$ cat config.mk
export PLATFORM = sky130hd
export DESIGN_NAME = skvt_ctrl
export DESIGN_NICKNAME = d
export VERILOG_FILES = /design/src/skvt_pkg.sv /design/src/skvt_ctrl.sv
export SDC_FILE = /design/constraint.sdc
export NUM_CORES = 1
export LEC_CHECK = 0
export ABC_AREA = 1
export BUFFER_PORTS_ARGS = -buffer_cell sky130_fd_sc_hd__buf_2
export CAP_MARGIN = 15
export CORE_MARGIN = 2
export CORE_UTILIZATION = 46
export DETAILED_ROUTE_END_ITERATION = 12
export GPL_ROUTABILITY_DRIVEN = 0
export GPL_TIMING_DRIVEN = 0
export PLACE_DENSITY_LB_ADDON = 0.25
export SKIP_CTS_REPAIR_TIMING = 1
export SYNTH_ARGS = -nofsm -noshare
export SYNTH_HDL_FRONTEND = slang
export SYNTH_SLANG_ARGS = --single-unit
$ cat constraint.sdc
create_clock -name clk -period 2 [get_ports clk]
set_input_delay 0.4 -clock clk [delete_from_list [all_inputs] [get_ports clk]]
set_output_delay 0.4 -clock clk [all_outputs]
set_load 0.05 [all_outputs]
$ cat src/skvt_pkg.sv
package skvt_pkg;

	typedef enum logic [1:0] {
		REQ_SET  = 2'd0,
		REQ_GET  = 2'd1,
		REQ_SORT = 2'd2
	} req_code_t;

	typedef enum logic [2:0] {
		RS_INSERTED    = 3'd0,
		RS_REPLACED    = 3'd1,
		RS_FULL        = 3'd2,
		RS_FOUND       = 3'd3,
		RS_NOT_FOUND   = 3'd4,
		RS_SORTED      = 3'd5,
		RS_NOT_ORDERED = 3'd6
	} rsp_status_t;

	typedef struct packed {
		req_code_t          req_type;
		logic signed [63:0] key;
		logic [63:0]        value;
		logic [1:0]         value_type;
	} req_t;

	typedef struct packed {
		rsp_status_t status;
		logic [6:0]  index;
		logic [63:0] stored_value;
		logic [1:0]  stored_type;
		logic        type_match;
		logic [6:0]  entry_total;
	} rsp_t;

	typedef struct packed {
		logic signed [63:0] key;
		logic [63:0]        value;
		logic [1:0]         vtype;
	} entry_t;

	typedef enum logic [3:0] {
		CS_IDLE,
		CS_SEARCH,
		CS_SRCH_CMP,
		CS_DECIDE,
		CS_SHIFT_RD,
		CS_SHIFT_WR,
		CS_INS_WR,
		CS_SORT_RD,
		CS_SORT_LD,
		CS_SORT_JRD,
		CS_SORT_JCMP,
		CS_SORT_PUT,
		CS_RESP
	} ctl_state_t;

	typedef struct packed {
		logic        capture;
		logic        srch_rd;
		logic        srch_upd;
		logic        wr_hit;
		logic        shift_rd;
		logic        shift_wr;
		logic        ins_wr;
		logic        sort_init;
		logic        sort_rd;
		logic        sort_ld;
		logic        sort_jrd;
		logic        sort_jwr;
		logic        sort_put;
		logic        rsp_load;
		rsp_status_t status;
	} ctl_cmd_t;

	typedef struct packed {
		req_code_t req_type;
		logic      searching;
		logic      srch_go;
		logic      srch_more;
		logic      hit;
		logic      full;
		logic      shift_needed;
		logic      i_lt_count;
		logic      j_zero;
		logic      sort_gt;
		logic      rsp_busy;
	} dp_stat_t;

endpackage

$ cat src/skvt_ctrl.sv
module skvt_ctrl import skvt_pkg::*; (
	input  logic     clk,
	input  logic     arst_n,
	input  logic     req_valid,
	output logic     req_ready,
	input  dp_stat_t stat,
	output ctl_cmd_t cmd
);

	ctl_state_t  state_q;
	ctl_state_t  state_d;
	rsp_status_t status_q;
	rsp_status_t status_d;

	always_ff @(posedge clk or negedge arst_n) begin
		if (!arst_n) begin
			state_q  <= CS_IDLE;
			status_q <= RS_NOT_FOUND;
		end else begin
			state_q  <= state_d;
			status_q <= status_d;
		end
	end

	always_comb begin
		state_d = state_q;
		unique case (state_q)
			CS_IDLE: begin
				if (req_valid) begin
					state_d = CS_SEARCH;
				end
			end
			CS_SEARCH: begin
				state_d = stat.srch_go ? CS_SRCH_CMP : CS_DECIDE;
			end
			CS_SRCH_CMP: begin
				state_d = stat.srch_more ? CS_SEARCH : CS_DECIDE;
			end
			CS_DECIDE: begin
				unique case (stat.req_type)
					REQ_SET: begin
						if (stat.hit || stat.full) begin
							state_d = CS_RESP;
						end else if (stat.shift_needed) begin
							state_d = CS_SHIFT_RD;
						end else begin
							state_d = CS_INS_WR;
						end
					end
					REQ_SORT: state_d = CS_SORT_RD;
					default:  state_d = CS_RESP;
				endcase
			end
			CS_SHIFT_RD:  state_d = CS_SHIFT_WR;
			CS_SHIFT_WR:  state_d = CS_DECIDE;
			CS_INS_WR:    state_d = CS_RESP;
			CS_SORT_RD:   state_d = stat.i_lt_count ? CS_SORT_LD : CS_RESP;
			CS_SORT_LD:   state_d = CS_SORT_JRD;
			CS_SORT_JRD:  state_d = stat.j_zero ? CS_SORT_PUT : CS_SORT_JCMP;
			CS_SORT_JCMP: state_d = stat.sort_gt ? CS_SORT_JRD : CS_SORT_PUT;
			CS_SORT_PUT:  state_d = CS_SORT_RD;
			CS_RESP: begin
				if (!stat.rsp_busy) begin
					state_d = CS_IDLE;
				end
			end
			default: state_d = CS_IDLE;
		endcase
	end

	always_comb begin
		cmd       = '0;
		req_ready = 1'b0;
		status_d  = status_q;
		unique case (state_q)
			CS_IDLE: begin
				req_ready   = 1'b1;
				cmd.capture = req_valid;
			end
			CS_SEARCH:   cmd.srch_rd = stat.srch_go;
			CS_SRCH_CMP: cmd.srch_upd = 1'b1;
			CS_DECIDE: begin
				unique case (stat.req_type)
					REQ_SET: begin
						if (stat.hit) begin
							cmd.wr_hit = 1'b1;
							status_d   = RS_REPLACED;
						end else if (stat.full) begin
							status_d = RS_FULL;
						end else begin
							status_d = RS_INSERTED;
						end
					end
					REQ_GET: begin
						if (!stat.searching) begin
							status_d = RS_NOT_ORDERED;
						end else if (stat.hit) begin
							status_d = RS_FOUND;
						end else begin
							status_d = RS_NOT_FOUND;
						end
					end
					REQ_SORT: begin
						cmd.sort_init = 1'b1;
						status_d      = RS_SORTED;
					end
					default: status_d = RS_NOT_FOUND;
				endcase
			end
			CS_SHIFT_RD:  cmd.shift_rd = 1'b1;
			CS_SHIFT_WR:  cmd.shift_wr = 1'b1;
			CS_INS_WR:    cmd.ins_wr = 1'b1;
			CS_SORT_RD:   cmd.sort_rd = stat.i_lt_count;
			CS_SORT_LD:   cmd.sort_ld = 1'b1;
			CS_SORT_JRD:  cmd.sort_jrd = !stat.j_zero;
			CS_SORT_JCMP: cmd.sort_jwr = stat.sort_gt;
			CS_SORT_PUT:  cmd.sort_put = 1'b1;
			CS_RESP:      cmd.rsp_load = !stat.rsp_busy;
			default: ;
		endcase
		cmd.status = status_q;
	end

endmodule

---- Yosys cells after proc, flatten, opt, wreduce, memory -nomap -nowiden ----
Cells that the tools add are included.
cells by class
  add/sub/neg operators ................... 0
  div/mod/pow operators ................... 0
  equality and inequality tests ........... 16
  multiplexer cells ....................... 34
  bitwise gates (word level) .............. 0
  $mul .................................... 0
  shift operators ......................... 0
  reductions and logical operators ........ 6
  order comparisons ....................... 0
operators with widths
  kind                count
  $pmux 4 s13         1
  $eq 4x4->1 const B  5
  $mux 1              20
  $eq 4x3->1 const B  4
  $mux 4              3
  $mux 2              5
  $mux 3              3
  $pmux 3 s3          1
  $eq 4x2->1 const B  2
  $pmux 4 s2          1
  $eq 4x1->1 const B  1
  $logic_not 4->1     1
  $ne 2x2->1 const B  2
  $eq 2x1->1 const B  1
  $eq 2x2->1 const B  1
  $logic_not 1->1     2
  $logic_not 2->1     1
  $reduce_and 2->1    1
  $logic_or 1x1->1    1
word-level totals
  bits in writable memories ............... 0
  bits in latches ......................... 0
  bits in read-only memories .............. 0
  memories ................................ 0
  output and inout bits ................... 18
  bits of input ports ..................... 15
  register bits ........................... 7
  logic and storage cells ................. 58

---- Depth between registers and ports, before layout ----
Gate-level depths: netlist of run 1.
  depth in word-level cells ............... 4
  gate-level depth with buffers ........... 8
  mapped depth without buffers ............ 7

---- Least setup slack after synthesis of run 1 ----
Ideal clock, no wire load.
  kind .................................... flip-flop to output port
  from .................................... register state_q[2]
  to ...................................... output port cmd[15] (netlist name)
  data required time ...................... 1.600 ns
  cell stages (with the launch flop) ...... 4
  data arrival time ....................... 2.049 ns
  setup slack ............................. -0.449 ns
  path buffers ............................ 0
  cells stage by stage .................... dfrtp_1 inv_2 nand2_4 nor4_1
RTL lines
  item                    line             RTL
  from (decl)             skvt_ctrl.sv:10  ctl_state_t state_q;
  from (signal assigned)  skvt_ctrl.sv:20  state_q <= state_d;
  to (decl)               skvt_ctrl.sv:7   output ctl_cmd_t cmd

==> results.sh, run 1 <==
export IMPL_seq_area_frac_synth=0.282
export IMPL_grt_pass1_wl_um=2390
export IMPL_vias=765
export IMPL_drcViolationCount=0
export IMPL_rrSetupSlack_ps=810
export IMPL_fmax_mhz=523
export IMPL_port_buffers=32
export IMPL_area_delta_synth_final_pct=40.0
export IMPL_grt_overflow=0
export IMPL_hold_violations=0
export IMPL_syn_avg_cell_area_um2=6.32
export IMPL_hp_class="in2reg"
export IMPL_drv_slew=0
export IMPL_wl_per_cell_um=11.5
export IMPL_die_y_um=40.9
export IMPL_viasPerCell=5.07
export IMPL_yosys_warnings=0
export IMPL_slowest_stage="dfrtp_1"
export IMPL_dieArea_um2=1670
export IMPL_cap_violations=0
export IMPL_crit_type="reg2out"
export IMPL_clock_skew_final_ps=2.61
export IMPL_rr_worst_depth=7
export IMPL_holdPathStages=4
export IMPL_arrival_ps=1510
export IMPL_dr_pass1_iters=4
export IMPL_worstHoldStart="stat[4]"
export IMPL_coreArea_um2=1280
export IMPL_timing_slew_headroom=0.819
export IMPL_clkTransAtPathRegs_ps=60
export IMPL_period_needed_ps=1910
export IMPL_worstReg2RegStart="state_q[0]"
export IMPL_drt_iter0_markers=31
export IMPL_tightestPinTransition_ps=272
export IMPL_clk_latency_ps=260
export IMPL_power_density_nw_per_um2=1670
export IMPL_whs_endpoint="state_q[1]"
export IMPL_num_io_pins=33
export IMPL_r2r_end="state_q[0]"
export IMPL_numClockSinks=7
export IMPL_die_x_um=40.9
export IMPL_syn_inst=99
export IMPL_yosys_register_bits=7
export IMPL_antenna_left=0
export IMPL_worstPathCellList="inv_4 > nand2_4 > nor2_8 > inv_2 > nor4_4 > buf_6"
export IMPL_status="complete, no violations"
export IMPL_path_delay_family="flip-flops"
export IMPL_cpPeakStageDelay_ps=470
export IMPL_grt_max_degree=10
export IMPL_htreeDepth=1
export IMPL_cts_tree="done"
export IMPL_crit_path_end_kind="output port"
export IMPL_start_kind="flop"
export IMPL_start_util=0.487
export IMPL_setup_tns_final_ps=0
export IMPL_setup_violations=0
export IMPL_rows=13
export IMPL_track_usage=0.218
export IMPL_nNetsFinal=152
export IMPL_n_antenna_cell=0
export IMPL_max_vdd_ir_drop_mv=1.02
export IMPL_dp_hpwl_um=1300
export IMPL_ys_types=21
export IMPL_worst_path_max_fanout=9
export IMPL_grt_pass1_vias=577
export IMPL_layout_drive_gt1_share=0.397
export IMPL_total_power_mw=1.46
export IMPL_synth_net_count=114
export IMPL_drt_wl_total_um=1740
export IMPL_syn_area_um2=626
export IMPL_crit_buf_inv=3
export IMPL_clockBufferDepth=2
export IMPL_required_ps=1600
export IMPL_numCtsBuffers=3
export IMPL_p_leak_nw=0.527
export IMPL_fin_crit_sh=0.956
export IMPL_antenna_found_initial=0
export IMPL_clk_root_buffer_cell="clkbuf_4"
==> stage by stage <==
stage	instances	cell area (um^2)	hold WS [ps]	setup WS, ps	util
2_1_floorplan	99	651	104	-147	-
3_3_place_gp	146	830	239	331	0.646
3_5_place_dp	146	830	244	311	0.646
4_1_cts	150	856	-26.7	32.9	0.666
5_1_grt	151	876	449	-4.19	0.682
6_report	151	876	406	88.9	0.682
==> layer usage <==
metal,wire (um),global-route usage
met5,0,0
met4,0,0.0333
met3,122,0.0707
met2,905,0.359
met1,713,0.280
==> how the worst max path moves through the flow <==
stage | from | endpoint | slack (ps) | cells after the start
after floorplan | state_q[2] | cmd[11] | -150 | 4
after global placement | state_q[2] | cmd[13] | 330 | 6
after detailed placement | state_q[2] | cmd[13] | 310 | 6
after CTS | state_q[2] | cmd[13] | 30 | 6
after global routing | state_q[1] | cmd[5] | -4 | 6
final | state_q[3] | cmd[13] | 90 | 6
==> cells in the mapped netlist <==
cell | n | share of area
o21ai_0 | 4 | 0.032
dfstp_2 | 1 | 0.042
nor2_1 | 19 | 0.11
inv_4 | 1 | 0.010
o21ai_1 | 1 | 0.0080
nor4_2 | 1 | 0.020
dfrtp_1 | 6 | 0.24
nand2_2 | 1 | 0.010
nand2_4 | 3 | 0.054
a31oi_1 | 2 | 0.020
nor2_2 | 2 | 0.020
nor4_1 | 1 | 0.010
inv_2 | 4 | 0.024
nand2_1 | 17 | 0.10
nor3_1 | 4 | 0.032
nand3_1 | 10 | 0.080
inv_1 | 17 | 0.10
nor2_8 | 1 | 0.032
o22ai_1 | 1 | 0.010
nand4_1 | 2 | 0.020
buf_6 | 1 | 0.018
==> flip-flops by register name, summed over array words and instances (netlist names) <==
name and cells:
state_q 4, status_q 3
==> area by class of cell <==
type                            count  area [um^2]
Inverter                           22         85.1
Sequential cell                     7          178
Tap cell                           15         18.8
Buffer                              1         11.3
Timing Repair Buffer               33          179
Multi-Input combinational cell     69          378
Fill cell                         117          409
Clock buffer                        4         26.3
==> kinds of logic (layout without fill, tap and decap cells) <==
kind of cell           count (synthesis)  count (layout)  share of synthesized area
and+or+nand+nor                       61              61                      0.494
buffers and inverters                 23              60                      0.154
AOI/OAI and AO/OA                      8               8                     0.0700
DFF                                    7               7                      0.282
==> cell usage in the layout (no fill, tap or decap) <==
master / synthesis / final
a31oi_1: 2 / 2
buf_2: 0 / 30
buf_6: 1 / 2
clkbuf_1: 0 / 1
clkbuf_4: 0 / 4
dfrtp_1: 6 / 5
dfrtp_2: 0 / 1
dfstp_2: 1 / 1
dlygate4sd3_1: 0 / 1
inv_1: 17 / 17
inv_2: 4 / 4
inv_4: 1 / 1
nand2_1: 17 / 17
nand2_2: 1 / 1
nand2_4: 3 / 3
nand3_1: 10 / 10
nand4_1: 2 / 2
nor2_1: 19 / 19
nor2_2: 2 / 2
nor2_8: 1 / 1
nor3_1: 4 / 2
nor3_2: 0 / 2
nor4_2: 1 / 1
nor4_4: 0 / 1
o21ai_0: 4 / 4
o21ai_1: 1 / 1
o22ai_1: 1 / 1
==> worst register-to-register path: stages (launching register included) <==
cell and delay [ps]:
dfrtp_1 490, inv_2 120, nor2_1 150, nand2_1 80, nand2_1 60, nand2_1 50, nor2_1 90, nor2_1 50
==> power by group <==
part	internal (mW)	switching, mW	leakage, nW
clock network	0.0767	0.0608	0.0150
registers	0.223	0.0824	0.0804
logic	0.265	0.752	0.431
total	0.564	0.895	0.527
(Power assumes the default switching activity.)
==> inputs of run 2 (changes only) <==
GPL_TIMING_DRIVEN = unset   (was 0)
==> run 2 against run 1 <==
Net effect: utilization fell by 1.4 points; maximum frequency rose by 1.2%; flip-flop and latch count did not move; critical endpoint is now cmd[8]; largest cell class unchanged.
==> results.sh, run 2 (synthesis results as in run 1) <==
export IMPL_status="complete, no violations"
export IMPL_numClockSinks=7
export IMPL_grt_pass1_wl_um=2210
export IMPL_fin_crit_sh=0.944
export IMPL_start_util=0.487
export IMPL_tightestPinTransition_ps=255
export IMPL_clkTransAtPathRegs_ps=50
export IMPL_dp_hpwl_um=1290
export IMPL_cts_tree="done"
export IMPL_finalNonFillerCells=150
export IMPL_period_needed_ps=1890
export IMPL_rrSetupSlack_ps=820
export IMPL_power_density_nw_per_um2=1640
export IMPL_dieArea_um2=1670
export IMPL_largest_register_ffs=4
export IMPL_multi_input_area_um2=378
export IMPL_r2r_end="state_q[0]"
export IMPL_worst_path_max_fanout=6
export IMPL_max_vdd_ir_drop_mv=0.871
export IMPL_final_common_cell="buf_2"
export IMPL_num_fill_cells=113
export IMPL_rr_worst_depth=4
export IMPL_setup_violations=0
export IMPL_wl_per_cell_um=10.1
export IMPL_die_y_um=40.9
export IMPL_regArea_um2=178
export IMPL_place_area_um2=818
export IMPL_clk_latency_ps=260
export IMPL_grt_max_degree=10
export IMPL_worstReg2RegStart="state_q[0]"
export IMPL_slowest_stage="dfrtp_1"
export IMPL_cp_depth=5
export IMPL_rows=13
export IMPL_nNetsFinal=151
export IMPL_fmax_mhz=530
export IMPL_crit_type="reg2out"
export IMPL_grt_pass1_vias=548
export IMPL_htreeDepth=1
export IMPL_hp_class="in2reg"
export IMPL_clock_skew_final_ps=2.56
export IMPL_start_kind="flop"
export IMPL_area_delta_synth_final_pct=37.2
export IMPL_p_leak_nw=0.520
export IMPL_holdWs_ps=425
export IMPL_crit_buf_inv=3
export IMPL_timing_slew_headroom=0.830
export IMPL_port_buffers=32
export IMPL_cap_violations=0
export IMPL_hold_violations=0
export IMPL_vias=718
export IMPL_grt_overflow=0
export IMPL_path_delay_family="flip-flops"
export IMPL_viasPerCell=4.79
export IMPL_drv_slew=0
export IMPL_rsz0062_at_grt="false"
export IMPL_arrival_ps=1490
export IMPL_antenna_found_initial=0
export IMPL_coreArea_um2=1280
export IMPL_regMostFlops="state_q"
export IMPL_num_io_pins=33
export IMPL_layout_drive_gt1_share=0.393
export IMPL_crit_path_end_kind="output port"
export IMPL_worstSetupStartpoint="state_q[2]"
export IMPL_reg_top3="state_q (4), status_q (3)"
export IMPL_drt_iter0_markers=29
export IMPL_dp_cells=145
export IMPL_drcViolationCount=0
export IMPL_n_antenna_cell=0
export IMPL_required_ps=1600
export IMPL_antenna_left=0
export IMPL_clk_root_buffer_cell="clkbuf_4"
export IMPL_mostFrequentLayoutCells="buf_2, nor2_1, nand2_1, inv_1, nand3_1"
export IMPL_postLayoutCellArea_um2=858
export IMPL_track_usage=0.203
export IMPL_clockBufferDepth=2
export IMPL_drt_wl_total_um=1520
export IMPL_dr_pass1_iters=4
export IMPL_numCtsBuffers=3
export IMPL_worstPathCellList="inv_2 > nor2_2 > inv_2 > nor3_1 > buf_2"
export IMPL_worst_path_most_repeated_cell="inv_2"
export IMPL_endpoint="cmd[8]"
export IMPL_die_x_um=40.9
export IMPL_cpPeakStageDelay_ps=460
run 2: where the power goes:
group	switching [mW]	internal [mW]	total (mW)	leakage [nW]
Clock	0.0557	0.0764	0.132	0.0150
Sequential	0.101	0.223	0.324	0.0805
Combinational	0.705	0.245	0.950	0.425
run 2: worst min path at each step:
stage,end,cells past startpoint,slack (ps),from
after global placement,status_q[1],1,240,arst_n
after detailed placement,status_q[0],1,240,arst_n
after CTS,state_q[3],1,-30,arst_n
after floorplan,state_q[0],0,100,arst_n
after global routing,state_q[1],4,440,stat[4]
final,state_q[1],4,420,stat[4]
run 2: final cells by class:
class | instances | share of cell area
Sequential cell | 7 | 0.207
Clock buffer | 4 | 0.0306
Multi-Input combinational cell | 69 | 0.440
Timing Repair Buffer | 33 | 0.201
Tap cell | 15 | 0.0219
Inverter | 22 | 0.0991
run 2: layer usage:
| metal | share of wire | global-route usage |
|---|---|---|
| met5 | 0 | 0 |
| met4 | 0 | 0.0250 |
| met3 | 0.078 | 0.0815 |
| met2 | 0.49 | 0.328 |
| met1 | 0.43 | 0.256 |
run 2: metrics by stage:
| stage | setup TNS, ps | power [mW] | utilization | worst slack [ps] |
|---|---|---|---|---|
| 6_report | 0 | 1.41 | 0.668 | 112 |
| 5_1_grt | 0 | 1.52 | 0.668 | 1.44 |
| 4_1_cts | 0 | 1.41 | 0.657 | 12.3 |
| 3_5_place_dp | 0 | 1.27 | 0.637 | 294 |
| 3_3_place_gp | 0 | 1.26 | 0.637 | 335 |
| 2_1_floorplan | -295 | 1.10 | - | -147 |
run 2: worst register-to-register path, cell delays in order (launching register included):
cell	delay, ps
dfrtp_1	450
nor2_1	240
nand4_1	190
o21ai_0	120
nor2_1	60
==> inputs of run 3 (changes only) <==
BUFFER_PORTS_ARGS = unset   (was -buffer_cell sky130_fd_sc_hd__buf_2)
CORE_AREA = 2 2 39 41   (was unset)
CORE_MARGIN = unset   (was 2)
CORE_UTILIZATION = unset   (was 46)
DIE_AREA = 0 0 41 43   (was unset)
DONT_BUFFER_PORTS = 1   (was unset)
==> run 3 against run 2 <==
Net effect: via count shrank 7.0%; sequential power grew 35%; combinational power is 15% lower; global-route usage decreased by 1.8 points; setup slack got worse by 4.6 ps; non-clock buffer count decreased by 20; final cell count fell by 13%; flip-flop and latch count stayed put; critical endpoint is now cmd[13]; critical path depth is 1 higher; sequential share of layout area is 1.9 points higher.
==> results.sh, run 3 (synthesis results as in run 1) <==
export IMPL_drt_wl_total_um=1440
export IMPL_port_buffers=0
export IMPL_num_io_pins=33
export IMPL_grt_max_degree=10
export IMPL_grt_pass1_wl_um=2300
export IMPL_use_met1=0.276
export IMPL_reg_top3="state_q (4), status_q (3)"
export IMPL_clockBufferDepth=2
export IMPL_layout_drive_gt1_share=0.287
export IMPL_period_needed_ps=1890
export IMPL_dieArea_um2=1760
export IMPL_grt_overflow=0
export IMPL_fin_crit_sh=0.946
export IMPL_numCtsBuffers=3
export IMPL_htreeDepth=1
export IMPL_start_kind="flop"
export IMPL_antenna_left=0
export IMPL_status="complete, no violations"
export IMPL_max_vdd_ir_drop_mv=0.768
export IMPL_start_util=0.452
export IMPL_clock_skew_final_ps=5.29
export IMPL_die_y_um=43
export IMPL_drv_slew=0
export IMPL_cpPeakStageDelay_ps=470
export IMPL_p_leak_nw=0.438
export IMPL_rows=14
export IMPL_timing_slew_headroom=0.682
export IMPL_slowest_stage="dfrtp_1"
export IMPL_fmax_mhz=528
export IMPL_final_common_cell="nor2_1"
export IMPL_setup_violations=0
export IMPL_vias=668
export IMPL_rsz0062_at_grt="false"
export IMPL_clkTransAtPathRegs_ps=60
export IMPL_drt_iter0_markers=9
export IMPL_globalRouteMet2Util=0.263
export IMPL_antenna_found_initial=0
export IMPL_hp_class="in2reg"
export IMPL_area_delta_synth_final_pct=25.8
export IMPL_total_power_mw=1.37
export IMPL_viasPerCell=5.10
export IMPL_hold_violations=0
export IMPL_power_density_nw_per_um2=1740
export IMPL_coreArea_um2=1380
export IMPL_post_place_ws_ps=368
export IMPL_clk_latency_ps=250
export IMPL_dp_hpwl_um=1210
export IMPL_track_usage=0.185
export IMPL_clk_root_buffer_cell="clkbuf_4"
export IMPL_met3_usage=0.0314
export IMPL_busiest_layer="met1"
export IMPL_dr_pass1_iters=4
export IMPL_wl_per_cell_um=11.0
export IMPL_crit_type="reg2out"
export IMPL_largest_register_ffs=4
export IMPL_place_area_um2=749
export IMPL_grt_pass1_vias=581
export IMPL_numClockSinks=7
export IMPL_required_ps=1600
export IMPL_postLayoutCellArea_um2=787
export IMPL_arrival_ps=1490
export IMPL_regMostFlops="state_q"
export IMPL_num_fill_cells=134
export IMPL_n_antenna_cell=0
export IMPL_mostFrequentLayoutCells="nor2_1, nand2_1, inv_1"
export IMPL_nNetsFinal=131
export IMPL_tightestPinTransition_ps=477
export IMPL_worst_path_max_fanout=9
export IMPL_die_x_um=41
export IMPL_crit_path_end_kind="output port"
export IMPL_cap_violations=0
export IMPL_worstPathCellList="inv_4 > nand2_4 > nor2_8 > inv_2 > nor4_4 > buf_4"
export IMPL_setup_slack_ps=108
export IMPL_cts_tree="done"
export IMPL_drcViolationCount=0
run 3: worst paths after layout:
| path | cells past startpoint | startpoint | to | slack [ps] |
|---|---|---|---|---|
| min | 3 | stat[4] | state_q[1] | 320 |
| max in group asynchronous | 1 | arst_n | status_q[2] | 1220 |
| min reg2reg | 2 | status_q[2] | status_q[2] | 600 |
| max reg2reg | 4 | state_q[0] | state_q[0] | 820 |
| min in group asynchronous | 1 | arst_n | state_q[3] | 480 |
| max | 6 | state_q[3] | cmd[13] | 110 |
run 3: where the power goes:
| group | switching (mW) | total, mW | internal (mW) |
|---|---|---|---|
| logic | 0.578 | 0.805 | 0.227 |
| clock network | 0.0508 | 0.127 | 0.0760 |
| registers | 0.213 | 0.437 | 0.223 |
| total | 0.842 | 1.37 | 0.527 |
run 3: layout make-up:
| type | instances | area (um^2) | share of cell area |
|---|---|---|---|
| well taps | 16 | 20.0 | 0.0254 |
| flip-flops and latches | 7 | 178 | 0.226 |
| multi-input cells | 69 | 378 | 0.480 |
| clock buffers | 4 | 26.3 | 0.0334 |
| repair buffers | 13 | 100 | 0.127 |
| inverters | 22 | 85.1 | 0.108 |
run 3: critical path, delay by kind of cell (launching register included):
kind | cells | cell delay (ps)
buffers and inverters | 3 | 420
flip-flops | 1 | 470
AND/OR/NAND/NOR | 3 | 350
run 3: through the flow:
step | instances | hold WS, ps | setup TNS (ps) | util
after floorplan | 99 | 104 | -295 | -
after global placement | 126 | 105 | 0 | 0.542
after detailed placement | 126 | 105 | 0 | 0.542
after CTS | 130 | -164 | 0 | 0.561
after global routing | 131 | 328 | 0 | 0.569
final | 131 | 324 | 0 | 0.569
run 3: metal layers:
metal	part of all wire	routed length, um	vias up
met4	0.0083	12	0
met1	0.48	688	300
met3	0.028	40	2
met5	0	0	-
met2	0.49	701	18
li1	-	-	348
